`config.mk`:
```
export PLATFORM = sky130hd
export DESIGN_NAME = priority_schedule_wait_times_unit_flat
export DESIGN_NICKNAME = d
export VERILOG_FILES = /design/src/psw_pkg.sv /design/src/psw_in_if.sv /design/src/psw_out_if.sv /design/src/psw_front.sv /design/src/psw_back.sv /design/src/priority_schedule_wait_times_unit.sv /design/src/flat_wrapper.sv
export SDC_FILE = /design/constraint.sdc
export NUM_CORES = 2
export LEC_CHECK = 0
export BUFFER_PORTS_ARGS = -buffer_cell sky130_fd_sc_hd__buf_2
export CAP_MARGIN = 10
export CELL_PAD_IN_SITES_DETAIL_PLACEMENT = 0
export CELL_PAD_IN_SITES_GLOBAL_PLACEMENT = 1
export CORE_ASPECT_RATIO = 0.5
export CORE_UTILIZATION = 45
export DETAILED_ROUTE_END_ITERATION = 12
export PLACE_DENSITY_LB_ADDON = 0.1
export SYNTH_ARGS = -nofsm -noshare
export SYNTH_HDL_FRONTEND = slang
export SYNTH_SLANG_ARGS = --single-unit
```
`constraint.sdc`:
```
create_clock -name clk -period 16.4 [get_ports clk]
set_input_delay 2.46 -clock clk [delete_from_list [all_inputs] [get_ports clk]]
set_output_delay 2.46 -clock clk [all_outputs]
set_load 0.03 [all_outputs]
```
`src/psw_pkg.sv`:
```
package psw_pkg;

    typedef struct packed {
        logic [15:0] burst_time;
        logic [7:0]  priority_req;
        logic        last_process;
    } psw_in_t;

    typedef struct packed {
        logic [4:0]  process_number;
        logic [15:0] burst_out;
        logic [19:0] waiting_time;
        logic [19:0] turnaround_time;
        logic [19:0] average_waiting;
        logic [19:0] average_turnaround;
        logic        items_dropped;
        logic        final_result;
    } psw_out_t;

    // Entry passed from the load side to the scheduling side
    typedef struct packed {
        logic [15:0] burst;
        logic [7:0]  prio;
        logic        last;
    } psw_entry_t;

endpackage

```
`src/psw_in_if.sv`:
```
interface psw_in_if;
    import psw_pkg::*;
    logic    valid;
    logic    ready;
    psw_in_t payload;
    modport source (output valid, output payload, input ready);
    modport sink (input valid, input payload, output ready);
endinterface

```
`src/psw_out_if.sv`:
```
interface psw_out_if;
    import psw_pkg::*;
    logic     valid;
    logic     ready;
    psw_out_t payload;
    modport source (output valid, output payload, input ready);
    modport sink (input valid, input payload, output ready);
endinterface

```
`src/psw_front.sv`:
```
module psw_front
    import psw_pkg::*;
#(
    parameter int DEPTH = 4
)
(
    input  logic       clk,
    input  logic       rst_n,
    psw_in_if.sink     in_ch,
    output logic       q_valid,
    output psw_entry_t q_data,
    input  logic       q_pop
);
    localparam int AW = (DEPTH > 1) ? $clog2(DEPTH) : 1;

    psw_entry_t        fifo_reg [DEPTH];
    logic [AW-1:0]     wr_reg, rd_reg;
    logic [AW:0]       cnt_reg;
    logic              push;

    assign in_ch.ready = (cnt_reg != (AW+1)'(DEPTH));
    assign push        = in_ch.valid && in_ch.ready;
    assign q_valid     = (cnt_reg != '0);
    assign q_data      = fifo_reg[rd_reg];

    // Payload storage
    always_ff @(posedge clk)
    begin
        if (push)
        begin
            fifo_reg[wr_reg].burst <= in_ch.payload.burst_time;
            fifo_reg[wr_reg].prio  <= in_ch.payload.priority_req;
            fifo_reg[wr_reg].last  <= in_ch.payload.last_process;
        end
    end

    // Pointers
    always_ff @(posedge clk or negedge rst_n)
    begin
        if (!rst_n)
        begin
            wr_reg  <= '0;
            rd_reg  <= '0;
            cnt_reg <= '0;
        end
        else
        begin
            if (push)
                wr_reg <= (wr_reg == AW'(DEPTH-1)) ? '0 : wr_reg + 1'b1;
            if (q_pop)
                rd_reg <= (rd_reg == AW'(DEPTH-1)) ? '0 : rd_reg + 1'b1;
            cnt_reg <= cnt_reg + (AW+1)'(push) - (AW+1)'(q_pop);
        end
    end
endmodule

```
`src/psw_back.sv`:
```
module psw_back
    import psw_pkg::*;
#(
    parameter int MAX_PROCESSES = 16
)
(
    input  logic       clk,
    input  logic       rst_n,
    input  logic       q_valid,
    input  psw_entry_t q_data,
    output logic       q_pop,
    psw_out_if.source  out_ch
);
    localparam int IW = (MAX_PROCESSES > 1) ? $clog2(MAX_PROCESSES) : 1;
    localparam int CW = $clog2(MAX_PROCESSES + 1);
    localparam int SW = 40;

    typedef enum logic [2:0] {S_LOAD, S_SCAN, S_SWAP, S_SUM, S_DIV, S_OUT} state_t;

    logic [15:0] burst_mem [MAX_PROCESSES];
    logic [7:0]  prio_mem  [MAX_PROCESSES];
    logic [4:0]  num_mem   [MAX_PROCESSES];

    state_t      state_reg;
    logic [CW-1:0] cnt_reg;
    logic        ovf_reg;
    logic [IW-1:0] i_reg, j_reg, best_reg;
    logic [7:0]  bestp_reg;
    logic [SW-1:0] tw_reg, tt_reg, wait_reg;
    logic [SW-1:0] rem_w_reg, rem_t_reg;
    logic [SW-1:0] qw_reg, qt_reg;
    logic [5:0]  bit_reg;
    logic        ov_reg;
    psw_out_t    out_reg;

    logic [SW-1:0] sh_w, sh_t, dv;
    logic [IW-1:0] cnt_m1;

    assign q_pop         = (state_reg == S_LOAD) && q_valid;
    assign out_ch.valid  = ov_reg;
    assign out_ch.payload = out_reg;
    assign cnt_m1        = IW'(cnt_reg - 1'b1);
    assign dv            = SW'(cnt_reg);
    assign sh_w          = {rem_w_reg[SW-2:0], tw_reg[bit_reg]};
    assign sh_t          = {rem_t_reg[SW-2:0], tt_reg[bit_reg]};

    // Scheduler sequencer: load, selection sort, sums, restoring divide, emit
    always_ff @(posedge clk or negedge rst_n)
    begin
        if (!rst_n)
        begin
            state_reg <= S_LOAD;
            cnt_reg   <= '0;
            ovf_reg   <= 1'b0;
            ov_reg    <= 1'b0;
        end
        else
        begin
            // drain the output register outside the emit state
            if (ov_reg && out_ch.ready && state_reg != S_OUT)
                ov_reg <= 1'b0;
            unique case (state_reg)
                S_LOAD:
                begin
                    if (q_valid)
                    begin
                        if (cnt_reg < CW'(MAX_PROCESSES))
                        begin
                            burst_mem[IW'(cnt_reg)] <= q_data.burst;
                            prio_mem[IW'(cnt_reg)]  <= q_data.prio;
                            num_mem[IW'(cnt_reg)]   <= 5'(cnt_reg + 1'b1);
                            cnt_reg <= cnt_reg + 1'b1;
                        end
                        else
                            ovf_reg <= 1'b1;
                        if (q_data.last)
                        begin
                            i_reg     <= '0;
                            j_reg     <= '0;
                            best_reg  <= '0;
                            bestp_reg <= 8'hFF;
                            state_reg <= S_SCAN;
                        end
                    end
                end
                S_SCAN:
                begin
                    // one compare per cycle, j walks i..n-1
                    if (j_reg == i_reg || prio_mem[j_reg] < bestp_reg)
                    begin
                        best_reg  <= j_reg;
                        bestp_reg <= prio_mem[j_reg];
                    end
                    if (j_reg == cnt_m1)
                        state_reg <= S_SWAP;
                    else
                        j_reg <= j_reg + 1'b1;
                end
                S_SWAP:
                begin
                    // nothing to move when the minimum is already in place
                    if (best_reg != i_reg)
                    begin
                        prio_mem[i_reg]     <= prio_mem[best_reg];
                        prio_mem[best_reg]  <= prio_mem[i_reg];
                        burst_mem[i_reg]    <= burst_mem[best_reg];
                        burst_mem[best_reg] <= burst_mem[i_reg];
                        num_mem[i_reg]      <= num_mem[best_reg];
                        num_mem[best_reg]   <= num_mem[i_reg];
                    end
                    if (i_reg == cnt_m1)
                    begin
                        i_reg    <= '0;
                        tw_reg   <= '0;
                        tt_reg   <= '0;
                        wait_reg <= '0;
                        state_reg <= S_SUM;
                    end
                    else
                    begin
                        i_reg <= i_reg + 1'b1;
                        j_reg <= i_reg + 1'b1;
                        state_reg <= S_SCAN;
                    end
                end
                S_SUM:
                begin
                    tw_reg   <= tw_reg + wait_reg;
                    tt_reg   <= tt_reg + wait_reg + SW'(burst_mem[i_reg]);
                    wait_reg <= wait_reg + SW'(burst_mem[i_reg]);
                    if (i_reg == cnt_m1)
                    begin
                        bit_reg   <= 6'(SW-1);
                        rem_w_reg <= '0;
                        rem_t_reg <= '0;
                        state_reg <= S_DIV;
                    end
                    else
                        i_reg <= i_reg + 1'b1;
                end
                S_DIV:
                begin
                    // one quotient bit per cycle for both averages
                    rem_w_reg <= (sh_w >= dv) ? sh_w - dv : sh_w;
                    rem_t_reg <= (sh_t >= dv) ? sh_t - dv : sh_t;
                    qw_reg[bit_reg] <= (sh_w >= dv);
                    qt_reg[bit_reg] <= (sh_t >= dv);
                    if (bit_reg == '0)
                    begin
                        i_reg    <= '0;
                        wait_reg <= '0;
                        state_reg <= S_OUT;
                    end
                    else
                        bit_reg <= bit_reg - 1'b1;
                end
                S_OUT:
                begin
                    if (!ov_reg || out_ch.ready)
                    begin
                        ov_reg <= 1'b1;
                        out_reg.process_number     <= num_mem[i_reg];
                        out_reg.burst_out          <= burst_mem[i_reg];
                        out_reg.waiting_time       <= wait_reg[19:0];
                        out_reg.turnaround_time    <= 20'(wait_reg + SW'(burst_mem[i_reg]));
                        out_reg.average_waiting    <= qw_reg[19:0];
                        out_reg.average_turnaround <= qt_reg[19:0];
                        out_reg.items_dropped      <= ovf_reg;
                        out_reg.final_result       <= (i_reg == cnt_m1);
                        wait_reg <= wait_reg + SW'(burst_mem[i_reg]);
                        if (i_reg == cnt_m1)
                        begin
                            cnt_reg   <= '0;
                            ovf_reg   <= 1'b0;
                            state_reg <= S_LOAD;
                        end
                        else
                            i_reg <= i_reg + 1'b1;
                    end
                end
                default: state_reg <= S_LOAD;
            endcase
        end
    end
endmodule

```
`src/priority_schedule_wait_times_unit.sv`:
```
// Non-preemptive priority scheduler. Processes arrive one request per cycle
// into a short input queue while it has room, and are loaded at one per
// cycle while the scheduler is in its load state; the request with
// last_process set starts a selection sort (one priority compare per cycle),
// a summing pass, a bit-serial division for the two averages, then one
// result per cycle in priority order while the output is accepted.
// Requests beyond MAX_PROCESSES are discarded and flagged on every result of
// that batch.
module priority_schedule_wait_times_unit
    import psw_pkg::*;
#(
    parameter int MAX_PROCESSES = 16
)
(
    input logic       clk,
    input logic       rst_n,
    psw_in_if.sink    in_ch,
    psw_out_if.source out_ch
);
    logic       q_valid;
    logic       q_pop;
    psw_entry_t q_data;

    psw_front #(.DEPTH(4)) u_front (
        .clk(clk), .rst_n(rst_n), .in_ch(in_ch),
        .q_valid(q_valid), .q_data(q_data), .q_pop(q_pop)
    );

    psw_back #(.MAX_PROCESSES(MAX_PROCESSES)) u_back (
        .clk(clk), .rst_n(rst_n),
        .q_valid(q_valid), .q_data(q_data), .q_pop(q_pop),
        .out_ch(out_ch)
    );
endmodule

```
`src/flat_wrapper.sv`:
```
// flat-port wrapper written by rule: the top's interface ports become plain ports
module priority_schedule_wait_times_unit_flat import psw_pkg::*;
#(
    parameter int MAX_PROCESSES = 16
)
  (clk, rst_n, in_ch_valid, in_ch_payload, in_ch_ready, out_ch_valid, out_ch_payload, out_ch_ready);
  psw_in_if in_ch_i ();
  psw_out_if out_ch_i ();
  input logic clk;
  input logic rst_n;
  input wire logic [$bits(in_ch_i.valid)-1:0] in_ch_valid;
  input wire logic [$bits(in_ch_i.payload)-1:0] in_ch_payload;
  output wire logic [$bits(in_ch_i.ready)-1:0] in_ch_ready;
  output wire logic [$bits(out_ch_i.valid)-1:0] out_ch_valid;
  output wire logic [$bits(out_ch_i.payload)-1:0] out_ch_payload;
  input wire logic [$bits(out_ch_i.ready)-1:0] out_ch_ready;
  assign in_ch_i.valid = in_ch_valid;
  assign in_ch_i.payload = in_ch_payload;
  assign in_ch_ready = in_ch_i.ready;
  assign out_ch_valid = out_ch_i.valid;
  assign out_ch_payload = out_ch_i.payload;
  assign out_ch_i.ready = out_ch_ready;
  priority_schedule_wait_times_unit #(.MAX_PROCESSES(MAX_PROCESSES)) u_core (.clk(clk), .rst_n(rst_n), .in_ch(in_ch_i), .out_ch(out_ch_i));
endmodule
```
==> flow_summary.json <==
{
  "netlist_area_sq_um": 53600,
  "core_sq_um": 118000,
  "synthMuxAreaShare_pct": 16.5,
  "antenna_found_initial": 3,
  "drv_slew": 0,
  "hold_viol": 0,
  "maxSlewHeadroom_pct": 14.8,
  "clock-sinks": 960,
  "drtIter0Drc": 3837,
  "drtPass1Iterations": 5,
  "skew_ns": 0.0323,
  "p_int_mw": 6.50,
  "grt_max_degree": 84,
  "routed_wl_mm": 163,
  "drc": 0,
  "cts-root-buf": "clkbuf_16",
  "start_kind": "register",
  "worstSetupEndpointType": "register",
  "path_class": "register to register",
  "largest_register_ffs": 256,
  "ys_warn_count": 0,
  "critPathRequiredTime_ns": 16.83,
  "grt_overflow": 0,
  "synth_ff_type": "edfxtp_1",
  "numPortBuffers": 133,
  "wl_per_cell_microns": 27.0,
  "crit_chain": "buf_4 -> clkinv_1 -> nor2_1 -> a22oi_1 -> o22ai_1 -> a211oi_1 -> o31ai_1 -> o21ai_0 -> ha_1 -> fa_1 -> nand2b_1 -> a21boi_0 -> o21a_1 -> nor4_2 -> inv_1 -> nand4_1 -> or2_2 -> nor4_1 -> xnor2_1 -> nor2_1",
  "grt_usage_pct": 26.9,
  "setup_viol": 0,
  "postCtsSetupBuffers": 0,
  "busiest_layer": "met2",
  "nets": 4564,
  "timing.critical_path.buf_inv": 3,
  "vias": 36840,
  "synth_edf_count": 931,
  "die_w_microns": 490,
  "status": "completed",
  "initial_core_util_pct": 45.4,
  "die_area_sq_um": 121000,
  "critical_path.slowest_cell": "edfxtp_1",
  "crit_fanout": 25,
  "synth-seq-cells": 960,
  "setup_tns_ns": 0,
  "cts_resized": 0,
  "synth_top_family_by_area": "multiplexers",
  "async_flop_share_pct": 1.77,
  "combPwrFrac_pct": 47.3,
  "syn_avg_cell_area_sq_um": 12.3,
  "swShare_pct": 40.1,
  "powerDensity_nw_per_um2": 183,
  "clk_path_buf_depth": 3,
  "syn_nets": 4547,
  "hold_path.class": "register to register",
  "ctsHoldBuffers": 0,
  "grt_pass1_wl_mm": 239,
  "cts_max_level": 3,
  "total_power_mw": 10.8,
  "max_stage_delay_ns": 0.98,
  "drv_cap": 0,
  "post-route-period-util_pct": 41.2,
  "grt_use_met1_pct": 37.4,
  "rsz0062_at_grt": "no",
  "clkPwrFrac_pct": 20.3,
  "arrival_ns": 7.18,
  "io_pins": 134,
  "area.sequential_sq_um": 28600,
  "peakVddDrop_v": 0.000101,
  "grt_util_met3_pct": 5.00,
  "synth_simple_gate_area_share_pct": 10.6,
  "worstMarginPinSlew_ns": 1.27,
  "diodes": 0,
  "seq_power_share_pct": 32.4,
  "synth_fa_ha_area_share_pct": 4.23,
  "multi_input_area_sq_um": 23800,
  "clock.fmax_mhz": 148,
  "crit_top_cell": "nor2_1",
  "grt_pass1_vias": 36159,
  "crit_family": "simple AND/OR/NAND/NOR gates",
  "fp-row-count": 89,
  "cts_buffers": 92,
  "synthCells": 4350,
  "largest_register": "u_core.u_back.burst_mem",
  "ys_seq_area_share_pct": 53.4,
  "synth-xor-area-share_pct": 2.87,
  "ant_nets": 0,
  "hpwl_mm": 96.8,
  "gp_congestion": 0.835,
  "p_leak_nw": 19.7,
  "fp.dieH_microns": 246,
  "min_period_ns": 6.75,
  "gr-usage-met2_pct": 43.6,
  "cts_tree": "yes",
  "clkSlewWorstSetupHoldPaths_ns": 0.07,
  "fillers": 10345,
  "power.switching_mw": 4.35,
  "synth_cell_types": 79,
  "viasPerCell": 6.11,
  "area_growth_pct": 10.3,
  "synth_compound_area_share_pct": 9.63,
  "drive_gt1_share_pct": 19.2,
  "clkLatencyLatePin_ns": 0.72
}
[final cells by class]
class | count | area share, %
clock inverter | 59 | 0.932
multi-input combinational | 2996 | 40.3
inverter | 94 | 0.596
sequential | 960 | 48.4
tap | 1592 | 3.37
clock buffer | 110 | 4.11
timing repair buffer | 223 | 2.31
[cells in the mapped netlist, drive strengths merged, types with 17 or more instances]
cell type / count / area [sq um]
a211oi: 20 / 150
ha: 146 / 1830
clkbuf: 246 / 923
nand4: 17 / 106
or3: 30 / 193
mux4: 337 / 7590
mux2: 76 / 856
mux2i: 39 / 390
a31oi: 17 / 106
nor2: 697 / 2620
o21bai: 20 / 150
o21ai: 178 / 891
nor3: 69 / 362
nand3: 45 / 225
edfxtp: 931 / 28000
xor2: 50 / 438
a21o: 30 / 225
and3: 28 / 175
buf: 54 / 245
o21a: 17 / 128
a21oi: 544 / 2720
and2: 27 / 169
nand2b: 29 / 181
xnor2: 126 / 1100
nor2b: 25 / 156
nand2: 229 / 862
fa: 22 / 440
nor4: 30 / 200
inv: 92 / 345
dfrtp: 17 / 425
[power groups by stage]
stage	Clock (mW)	Sequential (mW)	Combinational, mW
final	2.20	3.52	5.13
after global placement	0	3.57	5.00
after global routing	2.33	3.55	5.63
after floorplan	0	3.37	3.85
after CTS	2.24	3.52	5.09
after detailed placement	0	3.58	5.07
[placed cells by master, fill, tap and decap left out, drive strengths merged, types with 20 or more instances in the layout]
| cell type | netlist | final |
|---|---|---|
| mux2 | 76 | 76 |
| nand2 | 229 | 229 |
| a21oi | 544 | 544 |
| inv | 92 | 99 |
| nor4 | 30 | 30 |
| edfxtp | 931 | 931 |
| a21o | 30 | 30 |
| fa | 22 | 22 |
| nor3 | 69 | 69 |
| buf | 54 | 223 |
| xnor2 | 126 | 126 |
| mux4 | 337 | 337 |
| nor2b | 25 | 25 |
| clkinv | 2 | 43 |
| and2 | 27 | 27 |
| a211oi | 20 | 20 |
| and3 | 28 | 28 |
| nand2b | 29 | 29 |
| o21ai | 178 | 178 |
| o21bai | 20 | 20 |
| clkbuf | 246 | 110 |
| nand3 | 45 | 45 |
| ha | 146 | 146 |
| nor2 | 697 | 697 |
| mux2i | 39 | 39 |
| xor2 | 50 | 50 |
| or3 | 30 | 30 |
[final timing paths]
check / startpoint / end / slack (ns) / cells past startpoint
max: u_core.u_back.bit_reg[0] / u_core.u_back.rem_w_reg[37] / 9.65 / 20
min: u_core.u_back.qw_reg[1] / u_core.u_back.out_ch.payload[23] / 0.42 / 0
max reg2reg: u_core.u_back.bit_reg[0] / u_core.u_back.rem_w_reg[37] / 9.65 / 20
min reg2reg: u_core.u_back.qw_reg[1] / u_core.u_back.out_ch.payload[23] / 0.42 / 0
max in group asynchronous: rst_n / u_core.u_front.cnt_reg[1] / 14.13 / 2
min in group asynchronous: rst_n / u_core.u_front.rd_reg[0] / 1.84 / 2
[cell families after synthesis]
| family | Yosys count |
|---|---|
| simple gates | 1279 |
| flops | 960 |
| compound gates | 921 |
| xor+xnor | 176 |
| fa+ha+maj | 168 |
| buf+inv | 394 |
| mux | 452 |
[metal layers]
layer,wire [microns],part of all wire [%]
met3,12800,7.8
met5,0,0
met4,4060,2.5
met2,76500,47
met1,69600,43
[stage by stage]
step           area, sq um  worst slack, ns  cells  util [%]  hold WS (ns)
3_5_place_dp         56200             9.30   5860      47.6         0.405
6_report             59200             9.65   6034      50.1         0.416
5_1_grt              59200             8.97   6034      50.1         0.431
3_3_place_gp         56200             9.30   5860      47.6         0.403
2_1_floorplan        53600             7.36   4350         -         0.400
4_1_cts              59100             9.27   6029      50.1         0.418
Power figures use the tool's default switching activity.
